--- src/sv/rbd_pkg.sv ---
// Shared types and codes for the ring buffer deque unit.
// Depends on nothing; every module of the unit imports it.
`timescale 1ns / 1ps
`default_nettype none

package rbd_pkg;

	localparam int WORD_W = 32;
	localparam int KIND_W = 3;
	localparam int STS_W  = 2;
	localparam int OCC_W  = 10;

	// request kinds
	localparam logic [KIND_W-1:0] KIND_PUSH_BACK  = 3'd0;
	localparam logic [KIND_W-1:0] KIND_PUSH_FRONT = 3'd1;
	localparam logic [KIND_W-1:0] KIND_POP_FRONT  = 3'd2;
	localparam logic [KIND_W-1:0] KIND_POP_BACK   = 3'd3;
	localparam logic [KIND_W-1:0] KIND_QUERY      = 3'd4;

	// result status codes
	localparam logic [STS_W-1:0] RES_OK    = 2'd0;
	localparam logic [STS_W-1:0] RES_EMPTY = 2'd1;
	localparam logic [STS_W-1:0] RES_FULL  = 2'd2;

	typedef struct packed {
		logic [KIND_W-1:0]        kind;
		logic signed [WORD_W-1:0] value;
	} req_item_t;

	typedef struct packed {
		logic [STS_W-1:0]         status;
		logic signed [WORD_W-1:0] popped_value;
		logic signed [WORD_W-1:0] front_value;
		logic signed [WORD_W-1:0] back_value;
		logic [OCC_W-1:0]         occupancy;
		logic                     is_empty;
	} res_item_t;

	// controller to datapath
	typedef struct packed {
		logic take;
		logic exec;
		logic rd;
		logic fill;
		logic load;
	} ctrl_cmd_t;

	// datapath to controller
	typedef struct packed {
		logic need_rd;
		logic out_busy;
	} dp_sts_t;

endpackage

`default_nettype wire

--- src/sv/rbd_ctrl.sv ---
// Sequencing controller of the ring buffer deque unit.
// Depends on rbd_pkg for the command and status structs.
`timescale 1ns / 1ps
`default_nettype none

module rbd_ctrl (
	input  wire               clk,
	input  wire               arst_n,
	input  wire               req_valid,
	output logic              req_stall,
	input  rbd_pkg::dp_sts_t  sts,
	output rbd_pkg::ctrl_cmd_t cmd
);
	import rbd_pkg::*;

	typedef enum logic [2:0] {
		ST_IDLE,
		ST_EXEC,
		ST_RD,
		ST_FILL,
		ST_LOAD
	} state_t;

	state_t state_q;

	always_ff @(posedge clk or negedge arst_n) begin
		if (!arst_n) begin
			state_q <= ST_IDLE;
		end else begin
			unique case (state_q)
				ST_IDLE: begin
					if (req_valid) state_q <= ST_EXEC;
				end
				ST_EXEC: begin
					state_q <= sts.need_rd ? ST_RD : ST_LOAD;
				end
				ST_RD: begin
					state_q <= ST_FILL;
				end
				ST_FILL: begin
					state_q <= ST_LOAD;
				end
				ST_LOAD: begin
					// hold until the result register is free
					if (!sts.out_busy) state_q <= ST_IDLE;
				end
				default: begin
					state_q <= ST_IDLE;
				end
			endcase
		end
	end

	assign req_stall = (state_q != ST_IDLE);

	always_comb begin
		cmd.take = (state_q == ST_IDLE) && req_valid;
		cmd.exec = (state_q == ST_EXEC);
		cmd.rd   = (state_q == ST_RD);
		cmd.fill = (state_q == ST_FILL);
		cmd.load = (state_q == ST_LOAD) && !sts.out_busy;
	end

endmodule

`default_nettype wire

--- config.mk ---
export PLATFORM = sky130hd
export DESIGN_NAME = rbd_ctrl
export DESIGN_NICKNAME = d
export VERILOG_FILES = /design/src/sv/rbd_pkg.sv /design/src/sv/rbd_ctrl.sv
export SDC_FILE = /design/constraint.sdc
export NUM_CORES = 1
export LEC_CHECK = 0
export BUFFER_PORTS_ARGS = -buffer_cell sky130_fd_sc_hd__buf_2
export CAP_MARGIN = 20
export CORE_AREA = 5 5 42 44
export CTS_CLUSTER_SIZE = 14
export DETAILED_ROUTE_END_ITERATION = 10
export DIE_AREA = 0 0 47 49
export PLACE_DENSITY_LB_ADDON = 0.12
export SLEW_MARGIN = 20
export SYNTH_ARGS = -nofsm -noshare
export SYNTH_HDL_FRONTEND = slang
export SYNTH_SLANG_ARGS = --single-unit
--- constraint.sdc ---
create_clock -name clk -period 1.45 [get_ports clk]
set_input_delay 0.2175 -clock clk [delete_from_list [all_inputs] [get_ports clk]]
set_output_delay 0.2175 -clock clk [all_outputs]
set_load 0.005 [all_outputs]
==> key figures, run 1 <==
Routing
  • Number of antenna-violating nets in the routed design: 0
  • DR DRC count: 0
  • Detailed Route Iter0 Violations: 4
  • Wire length per cell: approximately 9.5 um
  • Routed Wire Length: approximately 500 um
  • Number of vias after detailed routing: between 150 and 200
  • Length of the first detailed-routing pass in iterations: 2
  • Via/cell ratio: 3.73

Clock network
  • TritonCTS clock tree: done
  • Clock transition time at the flip-flop clock pins of the worst setup and hold paths: 0.03 ns
  • Sink Count: 3
  • Clock insertion delay at the later pin of the skew report: 0.23 ns
  • H-tree depth: 1
  • Number of buffers inserted during clock tree synthesis: 3
  • Clock tree root buffer cell: clkbuf_4
  • Clock Path Buffers: 2

Logic synthesis
  • Count of flip-flops with a built-in enable after synthesis: 0
  • Top cells by area, synth: dfrtp_1 (43%), nor3b_1 (13%), or3_4 (6.5%)
  • Post-Synthesis Cells: 17
  • Unique cell type count in the Yosys netlist: 12
  • Post-synthesis async set-or-reset flop share: between 90% and 100%
  • Avg Cell Area, Syn: 10.2 um^2
  • Post-Syn Area: 174 um^2
  • Yosys warns: 0
  • Flops & latches, synth: 3
  • Portion of synthesized cell area occupied by the leading cell type: 43.2%
  • Cell type contributing the most total cell area after synthesis: dfrtp_1
  • Cell types with the highest counts after synthesis: dfrtp_1 (3), nor3b_1 (3), inv_1 (2)
  • Sequential area share after synthesis: 43.2%
  • Post-synthesis net count: 22
  • Primary FF master, synth: dfrtp_1

Die
  • DIE AREA: 2300 um^2
  • Die Span Y: 49 um
  • Number of rows in the core area: 14
  • Width of the die: 47 um
  • Number of placed I/O pins: 11
  • Initial core utilization: 12.4%
  • Area of the core: 1400 um^2

Worst setup path
  • Endpoint required time on the critical path: 1.23 ns
  • Critical path's largest stage delay: approximately 0.42 ns
  • Gate family responsible for the most delay along the worst path: simple AND/OR/NAND/NOR gates
  • Crit-path cells: or3_4, nor2_2, buf_2
  • Critical path peak fanout: 4
  • Worst path arrival time: 1.23 ns
  • Critical path launch point type: flop
  • Crit-path slowest cell: dfrtp_2
  • WP buf/inv: 1
  • Crit path kind: flop to primary output
  • Critical Path Sink Type: primary output

STA
  • Count of final hold-check violations: 0
  • Final critical path time including I/O delays and setup: 1.45 ns
  • Setup repair after global routing missed its margin: true
  • Least-Margin Pin Slew: 0.249 ns
  • Worst slew margin: 83.4%
  • Final number of max-transition violations: 0
  • Setup skew after layout: approximately 0.0033 ns
  • Worst setup margin: 0.00480 ns
  • Fin crit share: 99.7%
  • Number of endpoints failing setup at the final stage: 0
  • Maximum achievable frequency: 692 MHz
  • Hold slack: 0.256 ns

Placed design
  • HPWL after detailed placement: 364 um
  • Number of buffer cells added on primary ports: 10
  • Dpl ws: about 0.19 ns
  • # placed instances: 43
  • Placer Congestion: between 0.6 and 0.7

Power
  • Total power consumption of the routed design: 677 uW
  • Static leakage: ~0.00015 uW
  • Clk pwr share: 21.3%
  • Largest vdd supply drop: 0.000583 V
  • Switching portion of total power: 33.6%
  • Power density over the cells: between 2000 and 2500 nW/um^2
  • Flop pwr share: 27.3%
  • Combinational group share of total power: 51.4%
  • Internal portion of total power: 449 uW
  • Switching power total: 228 uW

Global routing
  • Grt ovf: 0
  • Largest net degree at the start of global routing: 9
  • Initial antenna violation count: 0
  • Number of global-route vias before repair: just under 200
  • GRT Util Overall: 5.44%
  • Global-route wire length before repair: 841 um

Cells and area
  • Largest regs: state_q x3
  • Count of non-filler cells in the finished layout: between 50 and 60
  • Antenna diodes: 0
  • Area Growth Syn to Fin: 80.6%
  • Fraction of layout instances using a drive strength above 1: 61.1%
  • Net count of the finished layout: 42
  • Reg with most FFs: state_q
  • Number of filler cells placed in the layout: roughly 180
  • Flip-flop count of the largest register after layout: 3

Status
  • Status: completed

Worst hold path
  • Hold/Removal Path Class: input pin to flop

Job
  • Number of max-cap violations: 0
logic make-up after synthesis:
group	after synthesis	synth area share (%)
simple gates	9	37.4
compound gates	3	15.1
buf+inv	2	4.32
flops	3	43.2
final cells by class:
| cell class | instances | area, um^2 | share of cell area [%] |
|---|---|---|---|
| inverter | 2 | 7.51 | 2.39 |
| timing repair buffer | 15 | 90.1 | 28.7 |
| tap | 16 | 20.0 | 6.37 |
| clock buffer | 4 | 26.3 | 8.37 |
| sequential | 3 | 78.8 | 25.1 |
| multi-input combinational | 12 | 91.3 | 29.1 |
worst paths after layout:
| kind | startpoint | end | slack, ns | depth (start not counted) |
|---|---|---|---|---|
| worst max-delay path | state_q[1]$_DFFE_PN0P_ | cmd[4] | 0.005 | 3 |
| worst min-delay path | sts[1] | state_q[1]$_DFFE_PN0P_ | 0.26 | 2 |
| worst max register to register | state_q[1]$_DFFE_PN0P_ | state_q[1]$_DFFE_PN0P_ | 0.44 | 3 |
| worst min register to register | state_q[0]$_DFFE_PN0P_ | state_q[0]$_DFFE_PN0P_ | 0.52 | 1 |
| max in group asynchronous | arst_n | state_q[0]$_DFFE_PN0P_ | 1.02 | 2 |
| min in group asynchronous | arst_n | state_q[2]$_DFFE_PN0P_ | 0.31 | 2 |
what timing repair did:
item                                    in CTS  in global routing
setup buffers                                4                  0
endpoints found under the setup margin       2                  2
pin swaps                                    1                  0
hold buffers                                 1                  0
hold endpoints to repair                     3                  0
resized for setup                            2                  1
power by group through the flow:
| stage | Sequential, uW | Combinational, uW | Clock, uW |
|---|---|---|---|
| after floorplan | 176 | 167 | 0 |
| after global placement | 195 | 262 | 0 |
| after detailed placement | 197 | 259 | 0 |
| after CTS | 183 | 356 | 156 |
| after global routing | 195 | 383 | 168 |
| final | 185 | 348 | 144 |
routing by layer:
layer | vias up | share of wire [%] | track usage, %
met2 | 5 | 53 | 6.33
met5 | - | 0 | 0
li1 | 100 | - | -
met3 | 0 | 7.9 | 3.32
met1 | 89 | 39 | 6.22
met4 | 0 | 0 | 5.53
metrics by stage:
step	instance area (um^2)	utilization [%]	setup TNS, ns
floorplan	174	-	0
global placement	244	17.4	0
detailed placement	244	17.4	0
CTS	313	22.3	-0.0131
global route	314	22.4	-0.0657
finish	314	22.4	0
layout by cell type (no fill, tap or decap):
cell type and n:
a211oi_1 1, a31o_1 1, a32o_1 1, buf_2 10
buf_4 4, clkbuf_1 1, clkbuf_4 3, dfrtp_2 3
dlygate4sd3_1 1, inv_1 2, nand2b_1 1, nor2_1 1
nor2_2 1, nor2b_1 1, nor3b_1 3, nor4b_1 1
or3_4 1
No activity file was read; power rests on OpenSTA's default activity.
==> inputs of run 2 (changes only) <==
- CELL_PAD_IN_SITES_DETAIL_PLACEMENT: not set -> 1
- CELL_PAD_IN_SITES_GLOBAL_PLACEMENT: not set -> 2
==> key figures, run 2 (same netlist as run 1, synthesis figures left out) <==
Status
  • Status: completed

STA
  • Final critical path time including I/O delays and setup: 1.43 ns (-0.0115 ns)
  • Setup skew after layout: 0.00414 ns (+0.000864 ns)
  • Maximum achievable frequency: 698 MHz (+0.80%)
  • Setup repair after global routing missed its margin: true
  • Worst slew margin: 84.9% (+1.6 points)
  • Number of endpoints failing setup at the final stage: 0 (unchanged)
  • Fin crit share: 98.9% (-0.79 points)
  • Hold slack: 0.257 ns (+0.00180 ns)
  • Setup TNS: 0 ns (unchanged)
  • Final number of max-transition violations: 0 (unchanged)
  • Least-Margin Pin Slew: 0.223 ns (-0.0259 ns)
  • Count of final hold-check violations: 0 (unchanged)

Cells and area
  • Antenna diodes: 0 (unchanged)
  • Flip-flop count of the largest register after layout: 3 (unchanged)
  • Design Area, Final: 312 um^2 (-0.80%)
  • Sequential standard cell area: 78.8 um^2 (unchanged)
  • Reg with most FFs: state_q
  • Number of filler cells placed in the layout: 177 (+1.1%)
  • Area Growth Syn to Fin: 79.1%
  • Net count of the finished layout: 41 (-2.4%)
  • Commonest cells after routing, fill and taps aside: buf_2 (10), clkbuf_4 (3), buf_4 (3), dfrtp_2 (3)
  • Most frequent standard cell in the layout excluding fill and tap cells: buf_2
  • Area occupied by multi-input gates: 96.3 um^2 (+5.5%)
  • Fraction of layout instances using a drive strength above 1: 62.9% (+1.7 points)
  • Largest regs: state_q x3

Worst setup path
  • Endpoint required time on the critical path: 1.23 ns (about the same)
  • Critical path peak fanout: 5 (+1)
  • Crit path kind: flop to primary output
  • Critical Path Sink Type: primary output
  • Critical path launch point type: flop
  • Worst path arrival time: 1.22 ns (about the same)

Global routing
  • Global-route wire length before repair: 910 um (+8.2%)
  • GR Util met1: 7.10% (+0.87 points)
  • Global routing usage on met2: 7.24% (+0.90 points)
  • Initial antenna violation count: 0 (unchanged)
  • GRT Util Overall: 5.65% (+0.21 points)
  • Met3 Use GR: 2.58% (-0.74 points)
  • Grt ovf: 0 (unchanged)
  • Largest net degree at the start of global routing: 9 (unchanged)
  • GRT busiest layer: met2
  • Number of global-route vias before repair: 200 (+1.0%)

Clock network
  • Clock tree root buffer cell: clkbuf_4
  • H-tree depth: 1 (unchanged)
  • Clock Path Buffers: 2 (unchanged)
  • TritonCTS clock tree: done
  • Clock transition time at the flip-flop clock pins of the worst setup and hold paths: 0.03 ns (about the same)
  • Number of buffers inserted during clock tree synthesis: 3 (unchanged)
  • Clock insertion delay at the later pin of the skew report: 0.23 ns (about the same)
  • Sink Count: 3 (unchanged)

Worst hold path
  • Hold/Removal Path Class: input pin to flop

Routing
  • Number of antenna-violating nets in the routed design: 0 (unchanged)
  • Routed Wire Length: 553 um (+11%)
  • DR DRC count: 0 (unchanged)
  • Detailed Route Iter0 Violations: 0 (-4)
  • Wire length per cell: 10.8 um (+14%)
  • Number of vias after detailed routing: 191 (-1.5%)
  • Via/cell ratio: 3.75 (+0.38%)
  • Length of the first detailed-routing pass in iterations: 1 (-1)

Die
  • Die Span Y: 49 um (unchanged)
  • DIE AREA: 2300 um^2 (unchanged)
  • Width of the die: 47 um (unchanged)
  • Number of placed I/O pins: 11 (unchanged)
  • Initial core utilization: 12.4% (unchanged)
  • Number of rows in the core area: 14 (unchanged)
  • Area of the core: 1400 um^2 (unchanged)

Power
  • Largest vdd supply drop: 0.000504 V (-14%)
  • Internal portion of total power: 438 uW (-2.4%)
  • Switching portion of total power: 35.3% (+1.7 points)
  • Combinational group share of total power: 50.9% (-0.5 points)
  • Switching power total: 239 uW (+5.0%)
  • Flop pwr share: 27.6% (+0.3 points)
  • Power density over the cells: 2170 nW/um^2 (+0.92%)
  • Static leakage: 0.000149 uW (-1.7%)
  • Clk pwr share: 21.6% (+0.3 points)

Placed design
  • Placement-stage cell area: 244 um^2 (unchanged)
  • Number of buffer cells added on primary ports: 10 (unchanged)
  • Placer Congestion: 0.604 (-0.31%)

Job
  • Number of max-cap violations: 0 (unchanged)
==> run 2: changes by cell type in the layout (fill, tap and decap cells not counted) <==
cell     delta
nor3b_1     -1
buf_4       -1
nor3b_2     +1
==> run 2: worst max-delay path, stage by stage (launching register included) <==
cell	delay, ns
dfrtp_2	0.42
buf_4	0.14
nor4b_1	0.27
buf_2	0.16
==> run 2: layout make-up <==
type / instances / share of cell area, %
tap: 16 / 6.43
sequential: 3 / 25.3
timing repair buffer: 14 / 26.5
clock buffer: 4 / 8.43
inverter: 2 / 2.41
multi-input combinational: 12 / 30.9
==> run 2: worst paths after layout <==
kind                                        start                     end  slack (ns)  cells after the start
max                        state_q[1]$_DFFE_PN0P_                  cmd[0]        0.02                      3
min                                        sts[1]  state_q[1]$_DFFE_PN0P_        0.26                      2
max reg2reg                state_q[1]$_DFFE_PN0P_  state_q[1]$_DFFE_PN0P_        0.43                      3
min reg2reg                state_q[0]$_DFFE_PN0P_  state_q[0]$_DFFE_PN0P_        0.54                      1
max in group asynchronous                  arst_n  state_q[1]$_DFFE_PN0P_        1.02                      2
min in group asynchronous                  arst_n  state_q[0]$_DFFE_PN0P_        0.31                      2
==> run 2: timing repair <==
action	CTS	global route
hold buffers	1	0
endpoints found under the hold margin	3	0
gates cloned	0	0
gates resized for setup	2	2
endpoints found under the setup margin	2	2
buffers inserted	1	2
==> run 2: routing by layer <==
| layer | routed length [um] | vias to the layer above |
|---|---|---|
| met5 | 0 | - |
| met2 | 290 | 4 |
| li1 | - | 99 |
| met1 | 218 | 88 |
| met3 | 44 | 0 |
| met4 | 0 | 0 |
==> run 2: through the flow <==
step / setup slack, ns / total power [uW] / util, % / instances
2_1_floorplan: 0.316 / 343 / - / 17
3_3_place_gp: 0.194 / 466 / 17.4 / 43
3_5_place_dp: 0.187 / 466 / 17.4 / 43
4_1_cts: -0.0127 / 649 / 20.7 / 49
5_1_grt: -0.0401 / 741 / 22.2 / 51
6_report: 0.0163 / 677 / 22.2 / 51
==> run 2: power groups by stage <==
stage	combinational (uW)	sequential (uW)	clock [uW]
after floorplan	167	176	0
after global placement	266	200	0
after detailed placement	265	201	0
after CTS	308	187	155
after global routing	388	195	158
final	344	187	146
